$ cat src/rtl/legendre_tensor_basis_eval_defines.svh
// Assertion macros shared by the RTL of the Legendre basis evaluator.
`ifndef LEGENDRE_TENSOR_BASIS_EVAL_DEFINES_SVH
`define LEGENDRE_TENSOR_BASIS_EVAL_DEFINES_SVH

// Same-cycle implication, checked on every rising clock edge outside reset.
`define LTBE_ASSERT_IMP(lbl, clk_s, rst_s, ante, cons) \
    lbl: assert property (@(posedge clk_s) disable iff (!rst_s) (ante) |-> (cons)) \
        else $error("ltbe: same-cycle check failed");

// Next-cycle implication, checked on every rising clock edge outside reset.
`define LTBE_ASSERT_NEXT(lbl, clk_s, rst_s, ante, cons) \
    lbl: assert property (@(posedge clk_s) disable iff (!rst_s) (ante) |=> (cons)) \
        else $error("ltbe: next-cycle check failed");

`endif

$ cat src/rtl/ltbe_pkg.sv
// Shared types, constants and rounding helper of the Legendre basis evaluator.
package ltbe_pkg;

    localparam int MAX_ORDER   = 4;
    localparam int POLY_N      = MAX_ORDER + 1;
    localparam int POLY_SEL_W  = $clog2(POLY_N);
    localparam int ORDER_W     = 3;
    localparam int IDX_W       = 4;
    localparam int COORD_W     = 16;
    localparam int OUT_W       = 24;
    localparam int VAL_W       = 31;
    localparam int DER_W       = 34;
    localparam int WORK_W      = 72;
    localparam int QUEUE_DEPTH = 2;
    localparam int QUEUE_PTR_W = $clog2(QUEUE_DEPTH);
    localparam int QUEUE_CNT_W = $clog2(QUEUE_DEPTH + 1);

    typedef logic signed [WORK_W-1:0] work_t;
    typedef logic signed [VAL_W-1:0]  val_t;
    typedef logic signed [DER_W-1:0]  der_t;

    // Scale factors sqrt(2n+1) in Q.30, rounded to nearest.
    localparam logic signed [31:0] SQRT3_Q30 = 32'sd1859775393;
    localparam logic signed [33:0] SQRT5_Q30 = 34'sd2400959709;
    localparam logic signed [33:0] SQRT7_Q30 = 34'sd2840853839;

    localparam val_t ONE_Q28  = VAL_W'(64'sd1 <<< 28);
    localparam der_t DER1_Q28 = DER_W'((34'sd1859775393 + 34'sd2) >>> 2);

    typedef struct packed {
        val_t [POLY_N-1:0] val;
        der_t [POLY_N-1:0] der;
    } line_t;

    typedef struct packed {
        line_t xi;
        line_t eta;
    } qent_t;

    typedef struct packed {
        logic empty;
        logic full;
    } qstat_t;

    typedef struct packed {
        logic signed [COORD_W-1:0] xi_coord;
        logic signed [COORD_W-1:0] eta_coord;
    } in_req_t;

    typedef struct packed {
        logic [IDX_W-1:0]        basis_index;
        logic signed [OUT_W-1:0] basis_value;
        logic signed [OUT_W-1:0] d_xi_value;
        logic signed [OUT_W-1:0] d_eta_value;
        logic                    last_flag;
    } out_req_t;

    // Divide by 2^s, rounding to nearest with ties towards plus infinity.
    function automatic work_t rnd_shr(input work_t v, input int unsigned s);
        work_t half;
        half = work_t'(1) <<< (s - 1);
        return (v + half) >>> s;
    endfunction

endpackage

$ cat src/rtl/ltbe_queue.sv
// Short queue of evaluated points between the front end and the back end.
module ltbe_queue
    import ltbe_pkg::*;
(
    input  logic   clk,
    input  logic   rst_n,
    input  logic   push,
    input  qent_t  push_data,
    input  logic   pop,
    output qent_t  head,
    output qstat_t qstat
);

    qent_t                  mem_reg [QUEUE_DEPTH];
    logic [QUEUE_PTR_W-1:0] wr_reg, wr_next;
    logic [QUEUE_PTR_W-1:0] rd_reg, rd_next;
    logic [QUEUE_CNT_W-1:0] cnt_reg, cnt_next;

    // The depth is a power of two, so the pointers simply wrap.
    always_comb
    begin
        wr_next  = push ? wr_reg + 1'b1 : wr_reg;
        rd_next  = pop  ? rd_reg + 1'b1 : rd_reg;
        cnt_next = cnt_reg;
        unique case ({push, pop})
            2'b10:   cnt_next = cnt_reg + 1'b1;
            2'b01:   cnt_next = cnt_reg - 1'b1;
            default: cnt_next = cnt_reg;
        endcase
    end

    always_ff @(posedge clk or negedge rst_n)
    begin
        if (!rst_n)
        begin
            wr_reg  <= '0;
            rd_reg  <= '0;
            cnt_reg <= '0;
        end
        else
        begin
            wr_reg  <= wr_next;
            rd_reg  <= rd_next;
            cnt_reg <= cnt_next;
        end
    end

    always_ff @(posedge clk)
    begin
        if (push)
            mem_reg[wr_reg] <= push_data;
    end

    assign head        = mem_reg[rd_reg];
    assign qstat.empty = (cnt_reg == '0);
    assign qstat.full  = (cnt_reg == QUEUE_CNT_W'(QUEUE_DEPTH));

endmodule

$ cat config.mk
export PLATFORM = sky130hd
export DESIGN_NAME = ltbe_queue
export DESIGN_NICKNAME = d
export VERILOG_FILES = /design/src/rtl/legendre_tensor_basis_eval_defines.svh /design/src/rtl/ltbe_pkg.sv /design/src/rtl/ltbe_queue.sv
export SDC_FILE = /design/constraint.sdc
export NUM_CORES = 1
export LEC_CHECK = 0
export ABC_AREA = 1
export BUFFER_PORTS_ARGS = -buffer_cell sky130_fd_sc_hd__clkbuf_2
export CORE_AREA = 4 4 506 508
export DETAILED_ROUTE_END_ITERATION = 12
export DIE_AREA = 0 0 510 512
export GPL_ROUTABILITY_DRIVEN = 0
export PLACE_DENSITY = 0.43
export SLEW_MARGIN = 20
export SYNTH_ARGS = -nofsm -noshare
export SYNTH_HDL_FRONTEND = slang
export SYNTH_SLANG_ARGS = --single-unit
$ cat constraint.sdc
create_clock -name clk -period 64.2 [get_ports clk]
set_input_delay 6.42 -clock clk [delete_from_list [all_inputs] [get_ports clk]]
set_output_delay 6.42 -clock clk [all_outputs]
set_load 0.005 [all_outputs]
After elaboration in Yosys (flattened, before gate mapping)
Memory sizes are Yosys's and may differ from the RTL's. Index checks and enable logic that the tools add are counted.

Memories: 1. Memory bits (writable): 1300. Bits of input ports: 654. Flip-flop bits (word level): 4. Output and inout bits: 652.

Equality and inequality tests: 3. Add/subtract/negate cells: 4. Muxes and demuxes: 3. Reduce and logical (&&, ||, !) cells: 2.

Memories: mem_reg (words 2, bits a word 650, read ports 1, clocked after Yosys merged registers in 0, wr ports 1, RTL line ltbe_queue.sv:14) `qent_t mem_reg [QUEUE_DEPTH];`.

Operators by type and width (number): 2-bit == test, second input constant (2); 2-bit case mux with 2 select lines (1); 1-bit adder, second input constant (2); 2-bit by 1-bit adder with 2-bit output, second input constant (1); 2-bit by 1-bit == test with 1-bit output, second input constant (1); 2-bit logical NOT (1); 1-bit two-way mux (2); 2-bit nonzero test (1); 2-bit by 1-bit subtractor with 2-bit output, second input constant (1).

Longest topological paths before layout
Gate-level depths: netlist of the first run.

Depth after elaboration: 2. Depth in mapped cells: 7. Mapped depth without buffers: 7.

Least setup slack after synthesis of the first run
Ideal clock, no wire load.

Path kind: input to register. Start: input port push. End: memory mem_reg[0][0] in the netlist's numbering (enable). Path buffers: 0. Arrival time: 33668 ps. Required time: 62500 ps. Stages on the path: 2. Library setup time: 1700 ps. Setup slack: 28832 ps. Cell sequence: inv_1 nor2_1.

Word-level cells in the longest chain between the ends: 2.

Ends and longest elaborated chain: from (decl) (RTL line ltbe_queue.sv:7) `input logic push,`; 1-bit two-way mux (RTL line ltbe_queue.sv:50) `if (push)`; 1-bit two-way mux (implied by the code) (RTL line ltbe_queue.sv:51) `mem_reg[wr_reg] <= push_data;`; to (decl) (RTL line ltbe_queue.sv:14).

Every way passes these cells.

==> results of run 1 <==
## synthesized netlist by cell type
| cell | instances |
|---|---|
| buf_4 | 31 |
| buf_8 | 1 |
| edfxtp_1 | 1300 |
| buf_2 | 28 |
| dfrtp_1 | 4 |
| nand3_1 | 1 |
| ha_1 | 1 |
| o21ai_1 | 220 |
| xnor2_1 | 1 |
| buf_6 | 50 |
| clkbuf_1 | 35 |
| o21ai_0 | 430 |
| nand2_1 | 655 |
| nor2_1 | 3 |
| nand4_1 | 1 |
| inv_1 | 656 |
| xor2_1 | 2 |
## critical path, cell delays in order (launching register included)
cell and delay [ns]:
dfrtp_4 0.81, buf_4 0.57, buf_4 0.75, buf_4 0.86, buf_12 0.52, o21ai_0 0.30, clkbuf_2 0.18
## per-stage QoR
stage / cells / hold WS (ns) / setup WS [ns]
after detailed placement: 7955 / 0.5087 / 53.37
after global placement: 7955 / 0.4811 / 53.45
final: 8242 / 0.5277 / 52.59
after floorplan: 3419 / 0.4631 / 28.83
after CTS: 8227 / 0.5263 / 52.48
after global routing: 8232 / 0.5682 / 52.14
## metal layers
layer  GRT usage (%)  share of wire, %  vias to the layer above
met5               0              0.37                        -
met4           3.591               2.5                      102
met3           6.435                13                      311
met2           20.11                46                     1286
met1           14.01                38                    14520
li1                -                 -                    14320
## area by class of cell
cell class,instances,area [um2],share of cell area [%]
flip-flops and latches,1304,39140,61.91
repair buffers,1333,6817,10.78
multi-input cells,1314,5781,9.143
well taps,3348,4189,6.626
clock buffers,184,3891,6.155
inverters,656,2470,3.907
clock inverters,88,898.4,1.421
diodes,15,37.54,0.05937
## worst paths after layout
check,start,to,slack [ns],cells after the start
min in group asynchronous,rst_n,rd_reg$_DFFE_PN0P_,5.51,1
max,rd_reg$_DFFE_PN0P_,head[425],52.59,6
max in group asynchronous,rst_n,rd_reg$_DFFE_PN0P_,58.47,1
min,cnt_reg[1]$_DFFE_PN0P_,cnt_reg[1]$_DFFE_PN0P_,0.53,2
min reg2reg,cnt_reg[1]$_DFFE_PN0P_,cnt_reg[1]$_DFFE_PN0P_,0.53,2
max reg2reg,wr_reg$_DFFE_PN0P_,mem_reg[1][458]$_DFFE_PP_,59.90,5
## placed cells by master (no fill, tap or decap), types with 2 or more instances in the layout
cell type / n
xor2_1: 2
edfxtp_1: 1300
clkbuf_16: 150
nand2_1: 655
o21ai_0: 430
nor2_1: 2
inv_1: 655
clkinv_1: 34
clkinv_8: 2
inv_6: 8
buf_12: 6
clkinv_16: 6
clkbuf_1: 33
bufinv_16: 9
clkbuf_2: 1305
inv_16: 3
o21ai_1: 220
clkinv_4: 4
clkinvlp_4: 5
clkinv_2: 17
diode_2: 15
buf_4: 22
dfrtp_1: 3
## power groups by stage
| stage | logic, mW | clock network (mW) | registers (mW) |
|---|---|---|---|
| finish | 0.793 | 0.827 | 1.18 |
| global route | 0.882 | 0.894 | 1.19 |
| CTS | 0.824 | 0.859 | 1.18 |
| detailed placement | 0.822 | 0 | 1.19 |
| global placement | 0.820 | 0 | 1.19 |
| floorplan | 0.393 | 0 | 1.34 |
## cells by family after synthesis
logic type      Yosys count  synth area share, %
flops                  1304                80.77
buf+inv                 801                7.315
simple gates            660                5.120
compound gates          650                6.714
xor+xnor                  3              0.05424
fa+ha+maj                 1              0.02582
==> out/results.tsv, run 1 <==
stage	metric	value	unit
yosys	top area cells in the synthesized netlist	edfxtp_1 81%, inv_1 5.1%, nand2_1 5.1%	
floorplanning	Vert. Die Dim	512	um
floorplanning	starting utilization of the core area	19.29	%
critical_path	path type of the worst setup path	reg2out	
critical_path	nature of the critical path endpoint	output pin	
power_and_ir_drop	post-layout total power	2.795	mW
floorplanning	floorplan die width	510	um
power_and_ir_drop	total power divided by cell area	44.21	nW/um2
final_layout	fraction of layout instances using a drive strength above 1	31.58	%
clocking	clk sinks	1304	
timing	worst relative slew slack	24.26	%
yosys	Seq/Total Area, Yosys	80.77	%
route	antenna-violating nets left	0	
yosys	post-synthesis cell count	3419	
clocking	Root Buffer Master	clkbuf_16	
place	port bufs	1305	
timing	Setup-failing EPs final	0	
global_routing	via count of the first global-routing pass	29890	
floorplanning	full die area	261100	um2
yosys	number of synthesis warnings	0	
power_and_ir_drop	clock network fraction of total power	29.6	%
route	number of violations reported at the end of detailed-routing iteration 0	2313	
final_layout	flip-flop count of the largest register after layout	1300	
final_layout	final standard cell utilization of the core	25.17	%
route	drt first pass iters	7	
place	DP Area	58400	um2
critical_path	Arr. time, crit path	5.19	ns
clocking	TritonCTS buffer count	149	
hold_path	Hold Path Class	reg2reg	
clocking	H-tree levels	4	
clocking	clk_lat worst skew	0.76	ns
power_and_ir_drop	Internal Power	1.844	mW
route	Routed wire per std cell	20.52	um
place	half-perimeter wire length after detailed placement	129100	um
critical_path	startpoint kind of the worst setup timing path	register	
clocking	maximum buffer depth of the clock tree	3	
clocking	cts repair resizes	0	
floorplanning	area of the core	251200	um2
floorplanning	row cnt	184	
final_layout	Layout fillers	26510	
global_routing	largest net degree at the start of global routing	193	
timing	Slew Viols, Final	0	
critical_path	required time reported for the critical path endpoint	57.78	ns
timing	FMAX	0.08615	GHz
route	count of vias placed by the detailed router	30540	
timing	summed negative setup slack over all endpoints	0	ns
yosys	Mapped Nets	4074	
timing	post-route fraction of the period consumed by the critical path	18.08	%
power_and_ir_drop	Seq pwr share	42.1	%
power_and_ir_drop	relative contribution of combinational cells to total power	28.4	%
global_routing	total congestion overflow after global routing	0	
power_and_ir_drop	leakage power summed over all cells	26.02	nW
global_routing	antenna violations before repair	78	
route	number of DRC violations after detailed routing	0	
power_and_ir_drop	worst vdd rail ir drop	0.00003391	V
power_and_ir_drop	Sw Ratio	34.03	%
clocking	TritonCTS clock tree	yes	
clocking	cts-stage hold buffer count	0	
final_layout	NumNets Final	5413	
timing	count of endpoints failing hold in the final timing report	0	
floorplanning	IO Count	1306	
clocking	number of setup buffers added after CTS	0	
timing	Period minus WS final	11.61	ns
yosys	most area-hungry cell type in the Yosys netlist	edfxtp_1	
yosys	post-synthesis cell area	48460	um2
global_routing	Total Routing Usage GR	12.34	%
outcome	run status	finished clean	
yosys	count of cell types in the netlist	17	
route	average vias per placed instance	3.705	
yosys	synthesized area per cell	14.17	um2
timing	Fin Clk Skew	0.03985	ns
power_and_ir_drop	net switching power	0.9514	mW
final_layout	growth of design area from synthesis to finish	30.48	%
timing	unrepaired setup endpoints after global routing	false	
run	max-cap viol count	0	
timing	actual transition at the worst max-transition pin	1.136	ns
yosys	flops & latches, synth	1304	
global_routing	first-pass GRT wire length	229400	um
yosys	area fraction of the dominant cell type after synthesis	80.56	%
critical_path	highest net fanout along the worst path	192	
route	DRT Wirelength	169100	um
final_layout	final design instance area without fill	63220	um2
clocking	clock-pin slew on the worst setup and hold paths	0.06	ns
Power figures use the tool's default switching activity.
==> inputs of run 2 (changes only) <==
--- a/config.mk
+++ b/config.mk
@@ -5,13 +5,13 @@
 export SDC_FILE = /design/constraint.sdc
 export NUM_CORES = 1
 export LEC_CHECK = 0
-export ABC_AREA = 1
+export ABC_AREA = 0
 export BUFFER_PORTS_ARGS = -buffer_cell sky130_fd_sc_hd__clkbuf_2
-export CORE_AREA = 4 4 506 508
+export CORE_AREA = 4 4 513 515
 export DETAILED_ROUTE_END_ITERATION = 12
-export DIE_AREA = 0 0 510 512
+export DIE_AREA = 0 0 517 519
 export GPL_ROUTABILITY_DRIVEN = 0
-export PLACE_DENSITY = 0.43
+export PLACE_DENSITY = 0.42
 export SLEW_MARGIN = 20
 export SYNTH_ARGS = -nofsm -noshare
 export SYNTH_HDL_FRONTEND = slang
==> constraint.sdc (replaced) <==
create_clock -name clk -period 10.5 [get_ports clk]
set_input_delay 1.05 -clock clk [delete_from_list [all_inputs] [get_ports clk]]
set_output_delay 1.05 -clock clk [all_outputs]
set_load 0.005 [all_outputs]
==> out/results.tsv, run 2 <==
stage	metric	value	unit	change
hold_path	Worst Hold Path EP	mem_reg[1][201]$_DFFE_PP_		was cnt_reg[1]$_DFFE_PN0P_
global_routing	Total Routing Usage GR	11.63	%	was 12.34%
timing	Fin Clk Skew	0.07718	ns	was 0.03985 ns
yosys	synthesized area per cell	23.07	um2	was 14.17 um2
outcome	run status	finished clean		unchanged
final_layout	Layout fillers	26950		was 26510
floorplanning	area of the core	258800	um2	was 251200 um2
critical_path	path type of the worst setup path	reg2out		unchanged
hold_path	Hold Path Class	in2reg		was reg2reg
final_layout	growth of design area from synthesis to finish	33.34	%	was 30.48%
timing	post-route fraction of the period consumed by the critical path	47.25	%	
place	half-perimeter wire length after detailed placement	124500	um	was 129100 um
route	number of DRC violations after detailed routing	0		unchanged
place	Worst Setup Slack post-DPL	6.260	ns	was 53.37 ns
route	Routed wire per std cell	23.62	um	was 20.52 um
route	count of vias placed by the detailed router	25330		was 30540
floorplanning	starting utilization of the core area	18.17	%	was 19.29%
timing	Setup-failing EPs final	0		unchanged
yosys	flops & latches, synth	1304		unchanged
final_layout	leading cell type in the layout, fill and taps excluded	clkbuf_2		unchanged
critical_path	slack of the worst reg-to-reg path	7.15	ns	was 59.90 ns
yosys	number of synthesis warnings	0		unchanged
timing	actual transition at the worst max-transition pin	1.035	ns	was 1.136 ns
yosys	cell with the most instances after synthesis	edfxtp_1		unchanged
critical_path	worst flop-to-flop path endpoint	mem_reg[1][382]$_DFFE_PP_		was mem_reg[1][458]$_DFFE_PP_
critical_path	Arr. time, crit path	3.91	ns	was 5.19 ns
critical_path	startpoint kind of the worst setup timing path	register		unchanged
clocking	cts repair resizes	0		unchanged
yosys	most area-hungry cell type in the Yosys netlist	edfxtp_1		unchanged
clocking	clk sinks	1304		unchanged
yosys	Post-synth EDFFs	1300		unchanged
critical_path	number of cells on the worst reg-to-reg path	4		was 5
route	number of violations reported at the end of detailed-routing iteration 0	1485		was 2313
floorplanning	floorplan die width	517	um	was 510 um
timing	worst relative slew slack	30.97	%	was 24.26%
place	port bufs	1305		unchanged
global_routing	first-pass GRT wire length	217200	um	was 229400 um
critical_path	launch instance of the worst register-to-register path	wr_reg$_DFFE_PN0P_		unchanged
yosys	post-synthesis cell count	2038		was 3419
clocking	clk_lat worst skew	0.81	ns	was 0.76 ns
yosys	area fraction of the dominant cell type after synthesis	83.02	%	was 80.56%
critical_path	highest net fanout along the worst path	135		was 192
floorplanning	IO Count	1306		unchanged
global_routing	largest net degree at the start of global routing	146		was 193
yosys	Mapped Nets	2693		was 4074
yosys	Seq/Total Area, Yosys	83.23	%	was 80.77%
yosys	Synth async-reset ratio	0.3067	%	unchanged
route	drt first pass iters	5		was 7
timing	Period minus WS final	4.961	ns	
final_layout	NumNets Final	4114		was 5413
hold_path	worst hold path cell count	1		was 2
global_routing	total congestion overflow after global routing	0		unchanged
timing	FMAX	0.2016	GHz	
route	antenna-violating nets left	0		unchanged
clocking	TritonCTS clock tree	yes		unchanged
hold_path	Hold Startpoint	push_data[201]		was cnt_reg[1]$_DFFE_PN0P_
power_and_ir_drop	worst vdd rail ir drop	0.0001626	V	was 0.00003391 V
final_layout	flip-flop count of the largest register after layout	1300		unchanged
floorplanning	Vert. Die Dim	519	um	was 512 um
yosys	count of cell types in the netlist	13		was 17
power_and_ir_drop	total power divided by cell area	272.9	nW/um2	was 44.21 nW/um2
timing	count of endpoints failing hold in the final timing report	0		unchanged
clocking	clock-pin slew on the worst setup and hold paths	0.06	ns	about the same
yosys	post-synthesis cell area	47020	um2	was 48460 um2
critical_path	required time reported for the critical path endpoint	9.45	ns	was 57.78 ns
final_layout	commonest non-fill, non-tap cells in the layout	1305 x clkbuf_2, 1300 x edfxtp_1, 650 x mux2_2, 162 x clkbuf_16, 29 x clkbuf_1		was 1305 x clkbuf_2, 1300 x edfxtp_1, 655 x inv_1, 655 x nand2_1, 430 x o21ai_0
run	max-cap viol count	0		unchanged
timing	unrepaired setup endpoints after global routing	false		unchanged
yosys	Synth Flop Type	edfxtp_1		unchanged
floorplanning	row cnt	187		was 184
timing	smallest setup slack after layout	5.539	ns	was 52.59 ns
yosys	ranking of synthesized cells by instance count	1300 x edfxtp_1, 650 x mux2_2, 39 x buf_4		was 1300 x edfxtp_1, 656 x inv_1, 655 x nand2_1
global_routing	via count of the first global-routing pass	26340		was 29890
clocking	Root Buffer Master	clkbuf_16		unchanged
critical_path	nature of the critical path endpoint	output pin		unchanged
clocking	maximum buffer depth of the clock tree	4		was 3
yosys	top area cells in the synthesized netlist	edfxtp_1 83%, mux2_2 16%, buf_4 0.62%		was edfxtp_1 81%, inv_1 5.1%, nand2_1 5.1%
power_and_ir_drop	post-layout total power	17.11	mW	was 2.795 mW
global_routing	antenna violations before repair	90		was 78
power_and_ir_drop	leakage power summed over all cells	22.87	nW	was 26.02 nW
route	DRT Wirelength	165000	um	was 169100 um
clocking	TritonCTS buffer count	161		was 149
clocking	H-tree levels	4		unchanged
route	average vias per placed instance	3.625		was 3.705
final_layout	fraction of layout instances using a drive strength above 1	61.63	%	was 31.58%
timing	Slew Viols, Final	0		unchanged
floorplanning	full die area	268300	um2	was 261100 um2
[run 2: changes by cell type in the layout (fill, tap and decap cells not counted), sizes merged, moves of 2 or more]
cell / before / now
inv: 667 / 6
nand2: 655 / 0
mux2: 0 / 650
o21ai: 650 / 0
clkbuf: 1489 / 1501
clkinv: 63 / 56
buf: 28 / 24
bufinv: 9 / 13
clkinvlp: 5 / 2
diode: 15 / 17
[run 2: how the worst max path moves through the flow]
stage,start,endpoint,slack [ns],depth (start not counted)
floorplan,push,mem_reg[0][0]$_DFFE_PP_,-0.58,2
global placement,push,mem_reg[0][394]$_DFFE_PP_,6.24,6
detailed placement,push,mem_reg[0][394]$_DFFE_PP_,6.26,6
CTS,rd_reg$_DFFE_PN0P_,head[426],5.46,4
global route,rd_reg$_DFFE_PN0P_,head[426],5.34,4
finish,rd_reg$_DFFE_PN0P_,head[423],5.54,4
[run 2: cell type report]
class | instances | area [um2] | area share (%)
well taps | 3402 | 4257 | 6.789
multi-input cells | 661 | 7410 | 11.82
repair buffers | 1330 | 6859 | 10.94
diodes | 17 | 42.54 | 0.06785
clock buffers | 196 | 4232 | 6.749
inverters | 1 | 16.27 | 0.02594
clock inverters | 76 | 745.7 | 1.189
flip-flops and latches | 1304 | 39140 | 62.42
[run 2: stage by stage]
| stage | area (um2) | util, % | setup TNS, ns | hold slack, ns | cells |
|---|---|---|---|---|---|
| floorplan | 47050 | - | -376.86 | 0.4563 | 2038 |
| global placement | 57670 | 22.29 | 0 | 0.4748 | 6697 |
| detailed placement | 57670 | 22.29 | 0 | 0.4840 | 6697 |
| CTS | 62660 | 24.21 | 0 | 0.3063 | 6970 |
| global route | 62690 | 24.23 | 0 | 0.3425 | 6983 |
| finish | 62700 | 24.23 | 0 | 0.4342 | 6987 |
[run 2: cells by family after synthesis]
kind of cell	count (synthesis)	synth area share [%]
XOR/XNOR	5	0.09314
multiplexers	650	15.57
adder cells (fa/ha/maj)	1	0.02660
AND/OR/NAND/NOR	5	0.05057
flip-flops	1304	83.23
buffers and inverters	73	1.035
[run 2: report_power, final]
group / switching, mW / internal, mW
clock network: 2.10 / 3.17
logic: 2.74 / 1.98
registers: 0.210 / 6.91
[run 2: what timing repair did]
item	in CTS	in global routing
hold buffers	1	0
buffers inserted	0	0
hold endpoints to repair	4	0
[run 2: routing by layer]
metal | share of wire, % | track usage [%] | up-vias
li1 | - | - | 11050
met1 | 36 | 12.17 | 12650
met2 | 48 | 19.60 | 1187
met3 | 13 | 6.617 | 351
met4 | 2.9 | 3.683 | 88
met5 | 0.35 | 0.2704 | -
[run 2: worst max-delay path: stages (launching register included)]
cell and delay (ns):
dfrtp_4 0.85, buf_12 0.57, buf_12 0.57, mux2_2 0.50
clkbuf_2 0.15
==> inputs of run 3 (changes only) <==
==> constraint.sdc (replaced) <==
create_clock -name clk -period 4.1 [get_ports clk]
set_input_delay 0.41 -clock clk [delete_from_list [all_inputs] [get_ports clk]]
set_output_delay 0.41 -clock clk [all_outputs]
set_load 0.005 [all_outputs]
==> out/results.tsv, run 3 (same netlist as run 2, synthesis figures left out) <==
stage	metric	value	unit	change
route	count of vias placed by the detailed router	28000		was 25330
floorplanning	full die area	268300	um2	unchanged
route	antenna-violating nets left	0		unchanged
final_layout	growth of design area from synthesis to finish	48.02	%	was 33.34%
place	DP Area	58140	um2	was 57670 um2
clocking	maximum buffer depth of the clock tree	3		was 4
route	average vias per placed instance	3.642		was 3.625
route	DRT Wirelength	172900	um	was 165000 um
global_routing	antenna violations before repair	48		was 90
global_routing	Total Routing Usage GR	12.34	%	was 11.63%
timing	actual transition at the worst max-transition pin	0.8374	ns	was 1.035 ns
global_routing	first-pass GRT wire length	234900	um	was 217200 um
timing	worst relative slew slack	44.18	%	was 30.97%
power_and_ir_drop	worst vdd rail ir drop	0.0003870	V	was 0.0001626 V
critical_path	startpoint kind of the worst setup timing path	register		unchanged
clocking	H-tree levels	4		unchanged
place	port bufs	1305		unchanged
timing	post-route fraction of the period consumed by the critical path	83.90	%	
critical_path	worst flop-to-flop path endpoint	mem_reg[1][274]$_DFFE_PP_		was mem_reg[1][382]$_DFFE_PP_
power_and_ir_drop	Seq pwr share	40.8	%	was 41.6%
final_layout	Layout fillers	26330		was 26950
final_layout	leading cell type in the layout, fill and taps excluded	clkbuf_2		unchanged
critical_path	Arr. time, crit path	3.03	ns	was 3.91 ns
critical_path	maximum single-stage delay on the critical path	0.93	ns	was 0.85 ns
power_and_ir_drop	net switching power	13.58	mW	was 5.057 mW
critical_path	launch instance of the worst register-to-register path	wr_reg$_DFFE_PN0P_		unchanged
route	drt first pass iters	5		unchanged
critical_path	path type of the worst setup path	reg2out		unchanged
timing	unrepaired setup endpoints after global routing	false		unchanged
final_layout	NumNets Final	4800		was 4114
clocking	cts-stage hold buffer count	654		was 1
timing	count of endpoints failing hold in the final timing report	0		unchanged
clocking	TritonCTS clock tree	yes		unchanged
power_and_ir_drop	post-layout total power	44.71	mW	was 17.11 mW
clocking	clock-pin slew on the worst setup and hold paths	0.06	ns	about the same
route	Routed wire per std cell	22.48	um	was 23.62 um
floorplanning	Vert. Die Dim	519	um	unchanged
timing	Fin Clk Skew	0.02493	ns	was 0.07718 ns
power_and_ir_drop	Sw Ratio	30.37	%	was 29.55%
critical_path	Max stage delay cell, worst path	dfrtp_4		unchanged
critical_path	number of cells on the worst reg-to-reg path	3		was 4
critical_path	Critical Path Source	rd_reg$_DFFE_PN0P_		unchanged
clocking	clk sinks	1304		unchanged
power_and_ir_drop	relative contribution of combinational cells to total power	29.6	%	was 27.6%
power_and_ir_drop	clock network fraction of total power	29.6	%	was 30.8%
critical_path	list of cells traversed by the critical path	buf_4 > mux2_2 > clkbuf_2		was buf_12 > buf_12 > mux2_2 > clkbuf_2
power_and_ir_drop	leakage power summed over all cells	25.74	nW	was 22.87 nW
timing	Slew Viols, Final	0		unchanged
timing	Period minus WS final	3.440	ns	
timing	FMAX	0.2907	GHz	
final_layout	area of all sequential standard cells	39140	um2	unchanged
final_layout	final design instance area without fill	69610	um2	was 62700 um2
power_and_ir_drop	Internal Power	31.13	mW	was 12.06 mW
global_routing	largest net degree at the start of global routing	101		was 146
power_and_ir_drop	total power divided by cell area	642.3	nW/um2	was 272.9 nW/um2
route	number of violations reported at the end of detailed-routing iteration 0	1578		was 1485
timing	Setup-failing EPs final	0		unchanged
critical_path	required time reported for the critical path endpoint	3.69	ns	was 9.45 ns
floorplanning	starting utilization of the core area	18.17	%	unchanged
run	max-cap viol count	0		unchanged
floorplanning	row cnt	187		unchanged
floorplanning	floorplan die width	517	um	unchanged
place	half-perimeter wire length after detailed placement	129600	um	was 124500 um
critical_path	Critical Path Sink	head[37]		was head[423]
final_layout	flip-flop count of the largest register after layout	1300		unchanged
clocking	Root Buffer Master	clkbuf_16		unchanged
clocking	TritonCTS buffer count	153		was 161
clocking	cts repair resizes	0		unchanged
clocking	clk_lat worst skew	0.78	ns	was 0.81 ns
timing	summed negative setup slack over all endpoints	0	ns	unchanged
outcome	run status	finished clean		unchanged
final_layout	multi-input combinational cell area	7410	um2	unchanged
critical_path	highest net fanout along the worst path	35		was 135
route	number of DRC violations after detailed routing	0		unchanged
global_routing	via count of the first global-routing pass	29960		was 26340
final_layout	commonest non-fill, non-tap cells in the layout	1305 x clkbuf_2, 1300 x edfxtp_1, 654 x dlygate4sd3_1, 650 x mux2_2, 155 x clkbuf_16		was 1305 x clkbuf_2, 1300 x edfxtp_1, 650 x mux2_2, 162 x clkbuf_16, 29 x clkbuf_1
global_routing	total congestion overflow after global routing	0		unchanged
hold_path	Hold Path Class	in2reg		unchanged
floorplanning	area of the core	258800	um2	unchanged
floorplanning	IO Count	1306		unchanged
timing	worst hold slack across all endpoints	0.3655	ns	was 0.4342 ns
critical_path	slack of the worst reg-to-reg path	1.98	ns	was 7.15 ns
clocking	number of setup buffers added after CTS	0		unchanged
final_layout	fraction of layout instances using a drive strength above 1	52.17	%	was 61.63%
critical_path	nature of the critical path endpoint	output pin		unchanged
run 3: cell types whose count changed in the layout (fill, tap and decap cells not counted), sizes merged:
cell	previous run	this run
clkinv	56	53
buf	24	65
dlygate4sd3	1	654
clkinvlp	2	7
diode	17	20
inv	6	5
clkbuf	1501	1508
bufinv	13	10
run 3: worst max-delay path, delay by kind of cell (launching register included):
family                 cells  cell delay [ns]
muxes                      1             0.47
buffers and inverters      2             0.72
DFF                        1             0.93
run 3: power by group through the flow:
| stage | Sequential, mW | Combinational [mW] | Clock [mW] |
|---|---|---|---|
| after global placement | 18.5 | 13.2 | 0 |
| final | 18.2 | 13.2 | 13.2 |
| after detailed placement | 18.5 | 13.1 | 0 |
| after floorplan | 19.2 | 6.19 | 0 |
| after global routing | 18.4 | 14.2 | 14.4 |
| after CTS | 18.3 | 13.8 | 13.8 |
run 3: stage by stage:
step | util (%) | worst slack, ns | std cells
2_1_floorplan | - | -6.373 | 2038
3_3_place_gp | 22.47 | 1.452 | 6738
5_1_grt | 26.90 | 0.5027 | 7687
4_1_cts | 26.88 | 0.4966 | 7669
3_5_place_dp | 22.47 | 1.385 | 6738
6_report | 26.90 | 0.6602 | 7689
run 3: how the worst min path moves through the flow:
stage                   start                         to  slack [ns]  cells after the start
4_1_cts        push_data[328]  mem_reg[0][328]$_DFFE_PP_        0.24                      2
3_5_place_dp            rst_n     cnt_reg[1]$_DFFE_PN0P_        0.22                      1
5_1_grt        push_data[294]  mem_reg[0][294]$_DFFE_PP_        0.27                      2
2_1_floorplan           rst_n     cnt_reg[0]$_DFFE_PN0P_        0.11                      0
6_report       push_data[275]  mem_reg[1][275]$_DFFE_PP_        0.37                      2
3_3_place_gp            rst_n     cnt_reg[1]$_DFFE_PN0P_        0.22                      1
run 3: metal layers:
layer / track usage, % / wire [um] / part of all wire (%)
met1: 14.64 / 69570 / 40
met2: 21.25 / 84870 / 49
met3: 4.256 / 14770 / 8.5
met4: 3.078 / 3565 / 2.1
met5: 0 / 95 / 0.055
run 3: area by class of cell:
type                       instances  area share, %
timing repair buffer            2024          19.94
clock buffer                     203          5.903
tap                             3402          6.115
multi-input combinational        661          10.64
sequential                      1304          56.23
antenna                           20        0.07190
clock inverter                    74          1.089
inverter                           1       0.005393
